`config.mk`:
```
export PLATFORM = sky130hd
export DESIGN_NAME = bitmap_block_allocator_unit
export DESIGN_NICKNAME = d
export VERILOG_FILES = /design/src/hdl/bba_pkg.sv /design/src/hdl/bba_map_ram.sv /design/src/hdl/bitmap_block_allocator_unit.sv
export SDC_FILE = /design/constraint.sdc
export NUM_CORES = 2
export LEC_CHECK = 0
export BUFFER_PORTS_ARGS = -buffer_cell sky130_fd_sc_hd__buf_2
export CORE_ASPECT_RATIO = 1.25
export CORE_MARGIN = 5
export CORE_UTILIZATION = 38
export DETAILED_ROUTE_END_ITERATION = 6
export SLEW_MARGIN = 10
export SYNTH_ARGS = -nofsm -noshare
export SYNTH_HDL_FRONTEND = slang
export SYNTH_SLANG_ARGS = --single-unit
export TNS_END_PERCENT = 10
```
`constraint.sdc`:
```
create_clock -name clk_i -period 13.4 [get_ports clk_i]
set_input_delay 2.68 -clock clk_i [delete_from_list [all_inputs] [get_ports clk_i]]
set_output_delay 2.68 -clock clk_i [all_outputs]
set_load 0.05 [all_outputs]
```
`src/hdl/bba_pkg.sv`:
```
`timescale 1ns / 1ps
// ----------------------------------------------------------------------------
// Bitmap block allocator package
// Shared constants, codes and the word search function of the allocator.
// ----------------------------------------------------------------------------
package bba_pkg;

  // Map geometry and field widths
  localparam int unsigned MAP_BITS_DEF = 4096;
  localparam int unsigned WORD_W       = 64;
  localparam int unsigned BIT_W        = 6;
  localparam int unsigned IDX_W        = 12;
  localparam int unsigned CNT_W        = 13;
  localparam int unsigned STAT_W       = 2;
  localparam int unsigned OP_W         = 2;
  localparam int unsigned CFG_IDX_W    = 1;
  localparam int unsigned REL_LAST     = 4095;
  localparam int unsigned TOTAL_RESET  = 4096;

  // Request codes
  typedef enum logic [OP_W-1:0] {
    OP_ALLOC     = 2'd0,
    OP_MARK_USED = 2'd1,
    OP_MARK_FREE = 2'd2
  } op_e;

  // Result status codes
  typedef enum logic [STAT_W-1:0] {
    ST_OK      = 2'd0,
    ST_NO_FREE = 2'd1,
    ST_RANGE   = 2'd2
  } status_e;

  // Configuration register indexes
  typedef enum logic [CFG_IDX_W-1:0] {
    CFG_TOTAL_BLOCKS = 1'd0,
    CFG_DATA_START   = 1'd1
  } cfg_idx_e;

  // Control sequencer states
  typedef enum logic [1:0] {
    S_CLEAR = 2'd0,
    S_IDLE  = 2'd1,
    S_READ  = 2'd2,
    S_DONE  = 2'd3
  } state_e;

  // Lowest set bit of a map word: pick the byte first, then the bit in it
  function automatic logic [BIT_W-1:0] first_set(input logic [WORD_W-1:0] v);
    logic [7:0] any;
    logic [7:0] sel_byte;
    logic [2:0] byte_sel;
    logic [2:0] bit_sel;
    for (int k = 0; k < 8; k++) begin
      any[k] = |v[8*k +: 8];
    end
    byte_sel = '0;
    for (int k = 7; k >= 0; k--) begin
      if (any[k]) byte_sel = 3'(k);
    end
    sel_byte = v[8*byte_sel +: 8];
    bit_sel = '0;
    for (int k = 7; k >= 0; k--) begin
      if (sel_byte[k]) bit_sel = 3'(k);
    end
    return {byte_sel, bit_sel};
  endfunction

endpackage

```
`src/hdl/bba_map_ram.sv`:
```
`timescale 1ns / 1ps
// ----------------------------------------------------------------------------
// Occupancy map memory
// One write port and one read port, read data registered.
// ----------------------------------------------------------------------------
module bba_map_ram #(
  parameter int unsigned DEPTH = 64,
  parameter int unsigned AW    = 6,
  parameter int unsigned DW    = 64
) (
  input  logic          clk_i,
  input  logic          we_i,
  input  logic [AW-1:0] waddr_i,
  input  logic [DW-1:0] wdata_i,
  input  logic [AW-1:0] raddr_i,
  output logic [DW-1:0] rdata_o
);

  logic [DW-1:0] mem_q [DEPTH];
  logic [DW-1:0] rdata_q;

  // Write one word
  always_ff @(posedge clk_i) begin
    if (we_i) begin
      mem_q[waddr_i] <= wdata_i;
    end
  end

  // Read one word a cycle
  always_ff @(posedge clk_i) begin
    rdata_q <= mem_q[raddr_i];
  end

  assign rdata_o = rdata_q;

endmodule

```
`src/hdl/bitmap_block_allocator_unit.sv`:
```
`timescale 1ns / 1ps
// Allocate scans the map words of the search window in order, up to 64 by default
//   (one 64-bit word per cycle through the map memory read port).
// Mark requests read the map word and write it back; out-of-range and unknown requests go straight to the result.
// One request is worked at a time; the next is accepted right after the result
//   moves to the output register, which may still wait on the consumer.
// Reset: a clearing pass writes zero to each map word, input stalled.
// ----------------------------------------------------------------------------
// Bitmap block allocator
// First-fit allocator over a one-bit-per-block occupancy map held in memory.
// ----------------------------------------------------------------------------
module bitmap_block_allocator_unit #(
  parameter int unsigned MAP_BITS = bba_pkg::MAP_BITS_DEF
) (
  input  logic                           clk_i,
  input  logic                           rst_ni,
  // Configuration writes
  input  logic                           cfg_we_i,
  input  logic [bba_pkg::CFG_IDX_W-1:0]  cfg_index_i,
  input  logic [bba_pkg::CNT_W-1:0]      cfg_data_i,
  // Request channel
  input  logic                           in_valid_i,
  output logic                           in_stall_o,
  input  logic [bba_pkg::OP_W-1:0]       op_i,
  input  logic [bba_pkg::IDX_W-1:0]      block_index_i,
  // Result channel
  output logic                           out_valid_o,
  input  logic                           out_stall_i,
  output logic [bba_pkg::IDX_W-1:0]      block_number_o,
  output logic [bba_pkg::STAT_W-1:0]     status_o,
  output logic [bba_pkg::CNT_W-1:0]      free_blocks_o
);

  import bba_pkg::*;

  localparam int unsigned MAP_WORDS = (MAP_BITS + WORD_W - 1) / WORD_W;
  localparam int unsigned WA        = (MAP_WORDS > 1) ? $clog2(MAP_WORDS) : 1;
  localparam int unsigned ABS_W     = ((MAP_BITS > 8192) ? $clog2(MAP_BITS) : 13) + 1;
  localparam int unsigned USE_W     = $clog2(MAP_BITS + 1);
  localparam int unsigned FW        = (USE_W > CNT_W) ? USE_W : CNT_W;
  localparam logic [ABS_W-1:0] ABS_LAST  = ABS_W'(MAP_BITS - 1);
  localparam logic [WA-1:0]    WORD_LAST = WA'(MAP_WORDS - 1);

  // Configuration
  logic [CNT_W-1:0] total_q;
  logic [IDX_W-1:0] dstart_q;

  // Sequencer and request state
  state_e            state_q, state_d;
  logic [OP_W-1:0]   op_q;
  logic [ABS_W-1:0]  mark_abs_q;
  logic [WA-1:0]     word_q, word_d;
  logic [WA-1:0]     clr_q, clr_d;
  logic [USE_W-1:0]  used_q, used_d;
  logic [IDX_W-1:0]  res_num_q, res_num_d;
  status_e           res_st_q, res_st_d;

  // Output register
  logic              out_valid_q;
  logic [IDX_W-1:0]  out_num_q;
  status_e           out_st_q;
  logic [CNT_W-1:0]  out_free_q;

  // Memory port
  logic              ram_we;
  logic [WA-1:0]     ram_waddr, ram_raddr;
  logic [WORD_W-1:0] ram_wdata, rd_data;

  // Address and window arithmetic
  logic [ABS_W-1:0]  ds_ext, mark_abs, ds_sum, end_abs, hit_abs;
  logic [WA-1:0]     start_word, end_word, mark_word;
  logic [BIT_W-1:0]  win_lo, win_hi, hit_pos, mark_pos;
  logic [WORD_W-1:0] win_mask, cand, hit_bit, mark_bit;
  logic [IDX_W-1:0]  granted;
  logic              in_acc, out_load, mark_was, mark_set;
  logic [FW-1:0]     total_ext, used_ext;
  logic [CNT_W-1:0]  free_now;

  assign in_acc   = in_valid_i && (state_q == S_IDLE);
  assign out_load = (state_q == S_DONE) && (!out_valid_q || !out_stall_i);

  assign ds_ext     = ABS_W'(dstart_q);
  assign mark_abs   = ds_ext + ABS_W'(block_index_i);
  assign ds_sum     = ds_ext + ABS_W'(REL_LAST);
  assign end_abs    = (ds_sum > ABS_LAST) ? ABS_LAST : ds_sum;
  assign start_word = WA'(ds_ext >> BIT_W);
  assign end_word   = WA'(end_abs >> BIT_W);
  assign mark_word  = WA'(mark_abs >> BIT_W);

  // Search window of the current word: at or above data_start, up to the end
  assign win_lo   = (word_q == start_word) ? dstart_q[BIT_W-1:0] : '0;
  assign win_hi   = (word_q == end_word) ? end_abs[BIT_W-1:0] : '1;
  assign win_mask = ({WORD_W{1'b1}} << win_lo) &
                    ({WORD_W{1'b1}} >> (BIT_W'(WORD_W - 1) - win_hi));
  assign cand     = ~rd_data & win_mask;
  assign hit_pos  = first_set(cand);
  assign hit_bit  = WORD_W'(1) << hit_pos;
  assign hit_abs  = ABS_W'({word_q, hit_pos});
  assign granted  = IDX_W'(hit_abs - ds_ext);

  // Mark target bit
  assign mark_pos = mark_abs_q[BIT_W-1:0];
  assign mark_bit = WORD_W'(1) << mark_pos;
  assign mark_was = rd_data[mark_pos];
  assign mark_set = (op_q == OP_MARK_USED);

  // Free count, saturating at zero
  assign total_ext = FW'(total_q);
  assign used_ext  = FW'(used_q);
  assign free_now  = (total_ext >= used_ext) ? CNT_W'(total_ext - used_ext) : '0;

  bba_map_ram #(
    .DEPTH (MAP_WORDS),
    .AW    (WA),
    .DW    (WORD_W)
  ) u_map_ram (
    .clk_i   (clk_i),
    .we_i    (ram_we),
    .waddr_i (ram_waddr),
    .wdata_i (ram_wdata),
    .raddr_i (ram_raddr),
    .rdata_o (rd_data)
  );

  // Next state, memory access and result
  always_comb begin
    state_d   = state_q;
    word_d    = word_q;
    clr_d     = clr_q;
    used_d    = used_q;
    res_num_d = res_num_q;
    res_st_d  = res_st_q;
    ram_we    = 1'b0;
    ram_waddr = word_q;
    ram_wdata = rd_data;
    ram_raddr = word_q;
    case (state_q)
      S_CLEAR: begin
        ram_we    = 1'b1;
        ram_waddr = clr_q;
        ram_wdata = '0;
        clr_d     = clr_q + WA'(1);
        if (clr_q == WORD_LAST) state_d = S_IDLE;
      end
      S_IDLE: begin
        if (in_valid_i) begin
          case (op_e'(op_i))
            OP_ALLOC: begin
              if (ds_ext > ABS_LAST) begin
                res_num_d = '0;
                res_st_d  = ST_NO_FREE;
                state_d   = S_DONE;
              end else begin
                ram_raddr = start_word;
                word_d    = start_word;
                state_d   = S_READ;
              end
            end
            OP_MARK_USED, OP_MARK_FREE: begin
              if (mark_abs > ABS_LAST) begin
                res_num_d = '0;
                res_st_d  = ST_RANGE;
                state_d   = S_DONE;
              end else begin
                ram_raddr = mark_word;
                word_d    = mark_word;
                state_d   = S_READ;
              end
            end
            default: begin
              res_num_d = '0;
              res_st_d  = ST_RANGE;
              state_d   = S_DONE;
            end
          endcase
        end
      end
      S_READ: begin
        case (op_e'(op_q))
          OP_ALLOC: begin
            if (|cand) begin
              ram_we    = 1'b1;
              ram_wdata = rd_data | hit_bit;
              used_d    = used_q + USE_W'(1);
              res_num_d = granted;
              res_st_d  = ST_OK;
              state_d   = S_DONE;
            end else if (word_q == end_word) begin
              res_num_d = '0;
              res_st_d  = ST_NO_FREE;
              state_d   = S_DONE;
            end else begin
              ram_raddr = word_q + WA'(1);
              word_d    = word_q + WA'(1);
            end
          end
          default: begin
            ram_we    = 1'b1;
            ram_wdata = mark_set ? (rd_data | mark_bit) : (rd_data & ~mark_bit);
            if (mark_set && !mark_was) used_d = used_q + USE_W'(1);
            if (!mark_set && mark_was) used_d = used_q - USE_W'(1);
            res_num_d = '0;
            res_st_d  = ST_OK;
            state_d   = S_DONE;
          end
        endcase
      end
      S_DONE: begin
        if (out_load) state_d = S_IDLE;
      end
      default: begin
        state_d = S_IDLE;
      end
    endcase
  end

  // Control registers
  always_ff @(posedge clk_i or negedge rst_ni) begin
    if (!rst_ni) begin
      state_q     <= S_CLEAR;
      clr_q       <= '0;
      used_q      <= '0;
      out_valid_q <= 1'b0;
      total_q     <= CNT_W'(TOTAL_RESET);
      dstart_q    <= '0;
    end else begin
      state_q <= state_d;
      clr_q   <= clr_d;
      used_q  <= used_d;
      if (out_load) begin
        out_valid_q <= 1'b1;
      end else if (!out_stall_i) begin
        out_valid_q <= 1'b0;
      end
      if (cfg_we_i) begin
        case (cfg_idx_e'(cfg_index_i))
          CFG_TOTAL_BLOCKS: total_q  <= cfg_data_i;
          CFG_DATA_START:   dstart_q <= cfg_data_i[IDX_W-1:0];
          default: ;
        endcase
      end
    end
  end

  // Request and result payload
  always_ff @(posedge clk_i) begin
    word_q    <= word_d;
    res_num_q <= res_num_d;
    res_st_q  <= res_st_d;
    if (in_acc) begin
      op_q       <= op_i;
      mark_abs_q <= mark_abs;
    end
    if (out_load) begin
      out_num_q  <= res_num_q;
      out_st_q   <= res_st_q;
      out_free_q <= free_now;
    end
  end

  assign in_stall_o     = (state_q != S_IDLE);
  assign out_valid_o    = out_valid_q;
  assign block_number_o = out_num_q;
  assign status_o       = out_st_q;
  assign free_blocks_o  = out_free_q;

endmodule

```
==> reports/results.md <==
| Quantity | Reported | Unit |
| --- | --- | --- |
| Average instance area after synthesis | 15.8 | um2 |
| Main combinational cell family by area after synthesis | simple AND/OR/NAND/NOR gates | - |
| Max frequency | 106 | MHz |
| Count of port buffers added during placement | 61 | - |
| Post-cts repair resize count | 0 | - |
| Clock transition at the register clock pins on the worst setup and hold paths after CTS | 0.07 | ns |
| DR WL/cell | 30.9 | um |
| Number of antenna violations at the first check in global routing | 27 | - |
| Post-synthesis cell area | 171,000 | um2 |
| Layout area overhead | 13.0 | % |
| Count of yosys warnings during synthesis | 0 | - |
| Share of the clock period used by the worst path after layout | 70.7 | % |
| Total vias in the final route | 102,000 | - |
| Number of top-level pins | 62 | - |
| Total power divided by cell area | 135 | nW/um2 |
| Via count of the first global-routing pass | 100,000 | - |
| Mux share of post-synthesis cell area | 8.78 | % |
| Number of distinct standard cells referenced by the synthesized netlist | 104 | - |
| Sum of negative setup slack | 0 | ns |
| Post-CTS setup buffer count | 0 | - |
| Amount of wire on met3 after detailed routing | 48,100 | um |
| Largest cells by area after synthesis | sky130_fd_sc_hd__edfxtp_1 73%, sky130_fd_sc_hd__mux4_2 6.9%, sky130_fd_sc_hd__nand2_1 4.1% | - |
| Fraction of layout instances using a drive strength above 1 | 16.5 | % |
| Number of instances in the placed design | 16,500 | - |
| Pin count of the biggest net entering global routing | 151 | - |
| HPWL after DPL | 280,000 | um |
| Clock tree root buffer cell | sky130_fd_sc_hd__clkbuf_16 | - |
| Worst reg2reg path depth | 26 | - |
| Min cycle time layout | 9.48 | ns |
| Area of the die | 462,000 | um2 |
| Data arrival time of the critical path | 10.18 | ns |
| Capture point of the worst path | res_num_q[11] | - |
| Wire length of the first global-routing pass | 744,000 | um |
| Dominant cell by count in the synthesized netlist | sky130_fd_sc_hd__edfxtp_1 | - |
| Max-cap violation count | 0 | - |
| Iteration-0 DRC Markers | 12,500 | - |
| Cell taking the most area after synthesis | sky130_fd_sc_hd__edfxtp_1 | - |
| Worst reg2reg setup slack | 3.92 | ns |
| Post-synthesis share of cell area spent on and, or, nand and nor gates | 9.72 | % |
| Slew of the pin with the lowest slew margin | 1.26 | ns |
| Worst supply voltage drop on vdd | 0.111 | mV |
| First-pass DRT Iterations | 7 | - |
| GP Congestion | 0.948 | - |
| Crit path launch | word_q[1] | - |
| Startpoint-to-endpoint class of the critical path | reg2reg | - |
| Complex-gate fraction of the synthesized area | 4.61 | % |
| Critical register-to-register path endpoint | res_num_q[11] | - |
| Initial core utilization | 38.1 | % |
| Ratio of routed vias to standard cells | 5.96 | - |
| Final clock skew | 0.0919 | ns |
| Clock buffers created by TritonCTS | 393 | - |
| Count of clock tree sinks | 4,262 | - |
| Number of storage elements in the synthesis netlist | 4,262 | - |
| Flip-flop cell with the highest count after synthesis | sky130_fd_sc_hd__edfxtp_1 | - |
| Crit path required time | 14.10 | ns |
| Gate count of the mapped netlist | 10,800 | - |
| Arithmetic-cell share of the synthesized area counting full adders, half adders and majority gates | 0.393 | % |
| Setup repair after global routing missed its margin | no | - |
| Class of the most critical hold timing path | reg2reg | - |
| Max Buffers Root-to-Sink | 4 | - |
| Layout Cells excl Fill | 17,200 | - |
| Maximum level of the CTS H-tree | 5 | - |
| Worst Setup Start Kind | flip-flop | - |
| Synth top cells by count | 4,145 x sky130_fd_sc_hd__edfxtp_1, 1,866 x sky130_fd_sc_hd__nand2_1, 1,243 x sky130_fd_sc_hd__nand3_1, 526 x sky130_fd_sc_hd__mux4_2, 425 x sky130_fd_sc_hd__clkbuf_1 | - |
| CP Max Fanout | 22 | - |
| Post-synthesis share of cell area spent on xor and xnor gates | 0.204 | % |
| Nets@finish | 11,000 | - |
| CORE AREA | 448,000 | um2 |
| Final hold violation count | 0 | - |
| Final Max Tran Viols | 0 | - |
| Remaining antenna violation count after routing | 0 | - |
| Run status | finished with violations | - |
| Leakage power summed over all cells | 53.8 | nW |
| Number of flops mapped to enable cells by yosys | 4,145 | - |
| Synthesized net count | 10,900 | - |
| GR Util All Layers | 22.2 | % |
| Number of rows in the core area | 275 | - |
| Final setup vio count | 0 | - |
| # hold bufs at CTS | 0 | - |
| Worst flop-to-flop path startpoint | word_q[1] | - |
| Critical path capture point type | flip-flop | - |
| Total overflow reported by the global router | 0 | - |
| Die width | 609 | um |
| DRC violations left | 2 | - |
| Uppermost metal layer occupied by signal nets | met5 | - |
| Die Y-Extent | 759 | um |
| Sequential share of the synthesized area | 74.5 | % |
| Clock insertion delay at the later pin of the skew report | 1.02 | ns |
| Met1 Routed Length | 194,000 | um |
| Layout fillers | 39,000 | - |
| Area share of the largest cell type after synthesis | 73.0 | % |
| Clock tree from TritonCTS | built | - |
| Sum of routed wire length over all layers | 530,000 | um |
| Violations in the final reports | design-rule violations | - |
| Proportion of synthesized flip-flops having asynchronous set or reset | 1.10 | % |
| Amount of wire on met2 after detailed routing | 260,000 | um |
| Slew margin rel. | 15.9 | % |
worst min path at each step:
stage | from | endpoint | slack [ns] | depth (start not counted)
floorplan | res_num_q[0] | block_number_o[0] | 0.40 | 0
global placement | res_num_q[4] | block_number_o[4] | 0.41 | 0
detailed placement | res_num_q[3] | block_number_o[3] | 0.41 | 0
CTS | res_num_q[3] | block_number_o[3] | 0.42 | 0
global route | res_num_q[2] | block_number_o[2] | 0.43 | 0
finish | res_num_q[2] | block_number_o[2] | 0.42 | 0
registers in the layout (all words and copies together), names as in the netlist:
register and cells:
op_q 2, word_q 6, mark_abs_q 6, total_ext 13, u_map_ram.mem_q 4096, used_ext 13, res_num_q 12, out_valid_o 1
clr_q 6, dstart_q 12, block_number_o 12, free_blocks_o 13, state_q 2, u_map_ram.rdata_o 64, status_o 2, res_st_q 2
layout make-up:
class                   instances  area (um2)  share of cell area, %
clock inverters               236        2560                   1.33
clock buffers                 486       10500                   5.44
inverters                      73         297                  0.154
multi-input cells            5785       41800                   21.7
repair buffers                376        3000                   1.55
flip-flops and latches       4262      127000                   65.9
diodes                         11        27.5                 0.0143
well taps                    5955        7450                   3.87
power by group:
group | total [W] | internal [W] | switching (W)
Sequential | 0.0144 | 0.0144 | 0.0000123
Combinational | 0.000272 | 0.0000904 | 0.000182
Clock | 0.0114 | 0.00649 | 0.00492
cell usage in the layout, fill, tap and decap left out, types with 100 or more instances in the layout:
| cell | n |
|---|---|
| sky130_fd_sc_hd__o21ai_0 | 100 |
| sky130_fd_sc_hd__mux2i_1 | 136 |
| sky130_fd_sc_hd__nor2_1 | 159 |
| sky130_fd_sc_hd__buf_4 | 289 |
| sky130_fd_sc_hd__mux2_2 | 156 |
| sky130_fd_sc_hd__a21oi_1 | 371 |
| sky130_fd_sc_hd__mux4_2 | 526 |
| sky130_fd_sc_hd__edfxtp_1 | 4145 |
| sky130_fd_sc_hd__nand3_1 | 1241 |
| sky130_fd_sc_hd__clkbuf_16 | 399 |
| sky130_fd_sc_hd__nand2_1 | 1861 |
critical path: stages, from the launching register on:
cell	delay, ns
sky130_fd_sc_hd__dfxtp_1	0.66
sky130_fd_sc_hd__ha_1	0.29
sky130_fd_sc_hd__and3_1	0.83
sky130_fd_sc_hd__a41oi_1	0.53
sky130_fd_sc_hd__or4_1	0.69
sky130_fd_sc_hd__or3_1	0.41
sky130_fd_sc_hd__o21ai_2	0.22
sky130_fd_sc_hd__o211ai_4	0.17
sky130_fd_sc_hd__a21oi_4	0.60
sky130_fd_sc_hd__inv_2	0.39
sky130_fd_sc_hd__mux4_2	0.53
sky130_fd_sc_hd__a2111o_1	0.58
sky130_fd_sc_hd__or2_0	0.47
sky130_fd_sc_hd__nor3_1	0.53
sky130_fd_sc_hd__ha_1	0.35
sky130_fd_sc_hd__o21ai_0	0.14
sky130_fd_sc_hd__a21oi_1	0.15
sky130_fd_sc_hd__o21ai_0	0.24
sky130_fd_sc_hd__a21boi_0	0.18
sky130_fd_sc_hd__o21ai_0	0.23
sky130_fd_sc_hd__a21boi_0	0.16
sky130_fd_sc_hd__o21ai_0	0.17
sky130_fd_sc_hd__nand2b_1	0.10
sky130_fd_sc_hd__a21o_1	0.20
sky130_fd_sc_hd__a21oi_1	0.18
sky130_fd_sc_hd__xnor2_1	0.15
sky130_fd_sc_hd__nor2_1	0.05
per-layer routing:
metal / up-vias / global-route usage (%)
met5: - / 0
met4: 12 / 10.4
met3: 1281 / 4.11
met2: 5713 / 37.6
met1: 53200 / 27.8
li1: 42200 / -
kinds of logic after synthesis:
group,Yosys count
adder cells (fa/ha/maj),52
multiplexers,818
AND/OR/NAND/NOR,3701
AO/OA/AOI/OAI,1176
XOR/XNOR,38
flip-flops,4262
buffers and inverters,748
per-stage QoR:
step / setup WS, ns / hold slack [ns] / total power [W] / instance area, um2 / utilization, %
after detailed placement: 4.16 / 0.406 / 0.0150 / 180000 / 40.1
final: 3.92 / 0.419 / 0.0261 / 193000 / 43.0
after floorplan: 4.15 / 0.400 / 0.0149 / 171000 / -
after global routing: 3.59 / 0.429 / 0.0268 / 193000 / 43.0
after CTS: 4.15 / 0.421 / 0.0263 / 193000 / 43.0
after global placement: 4.02 / 0.405 / 0.0150 / 180000 / 40.1
(Power assumes the default switching activity.)
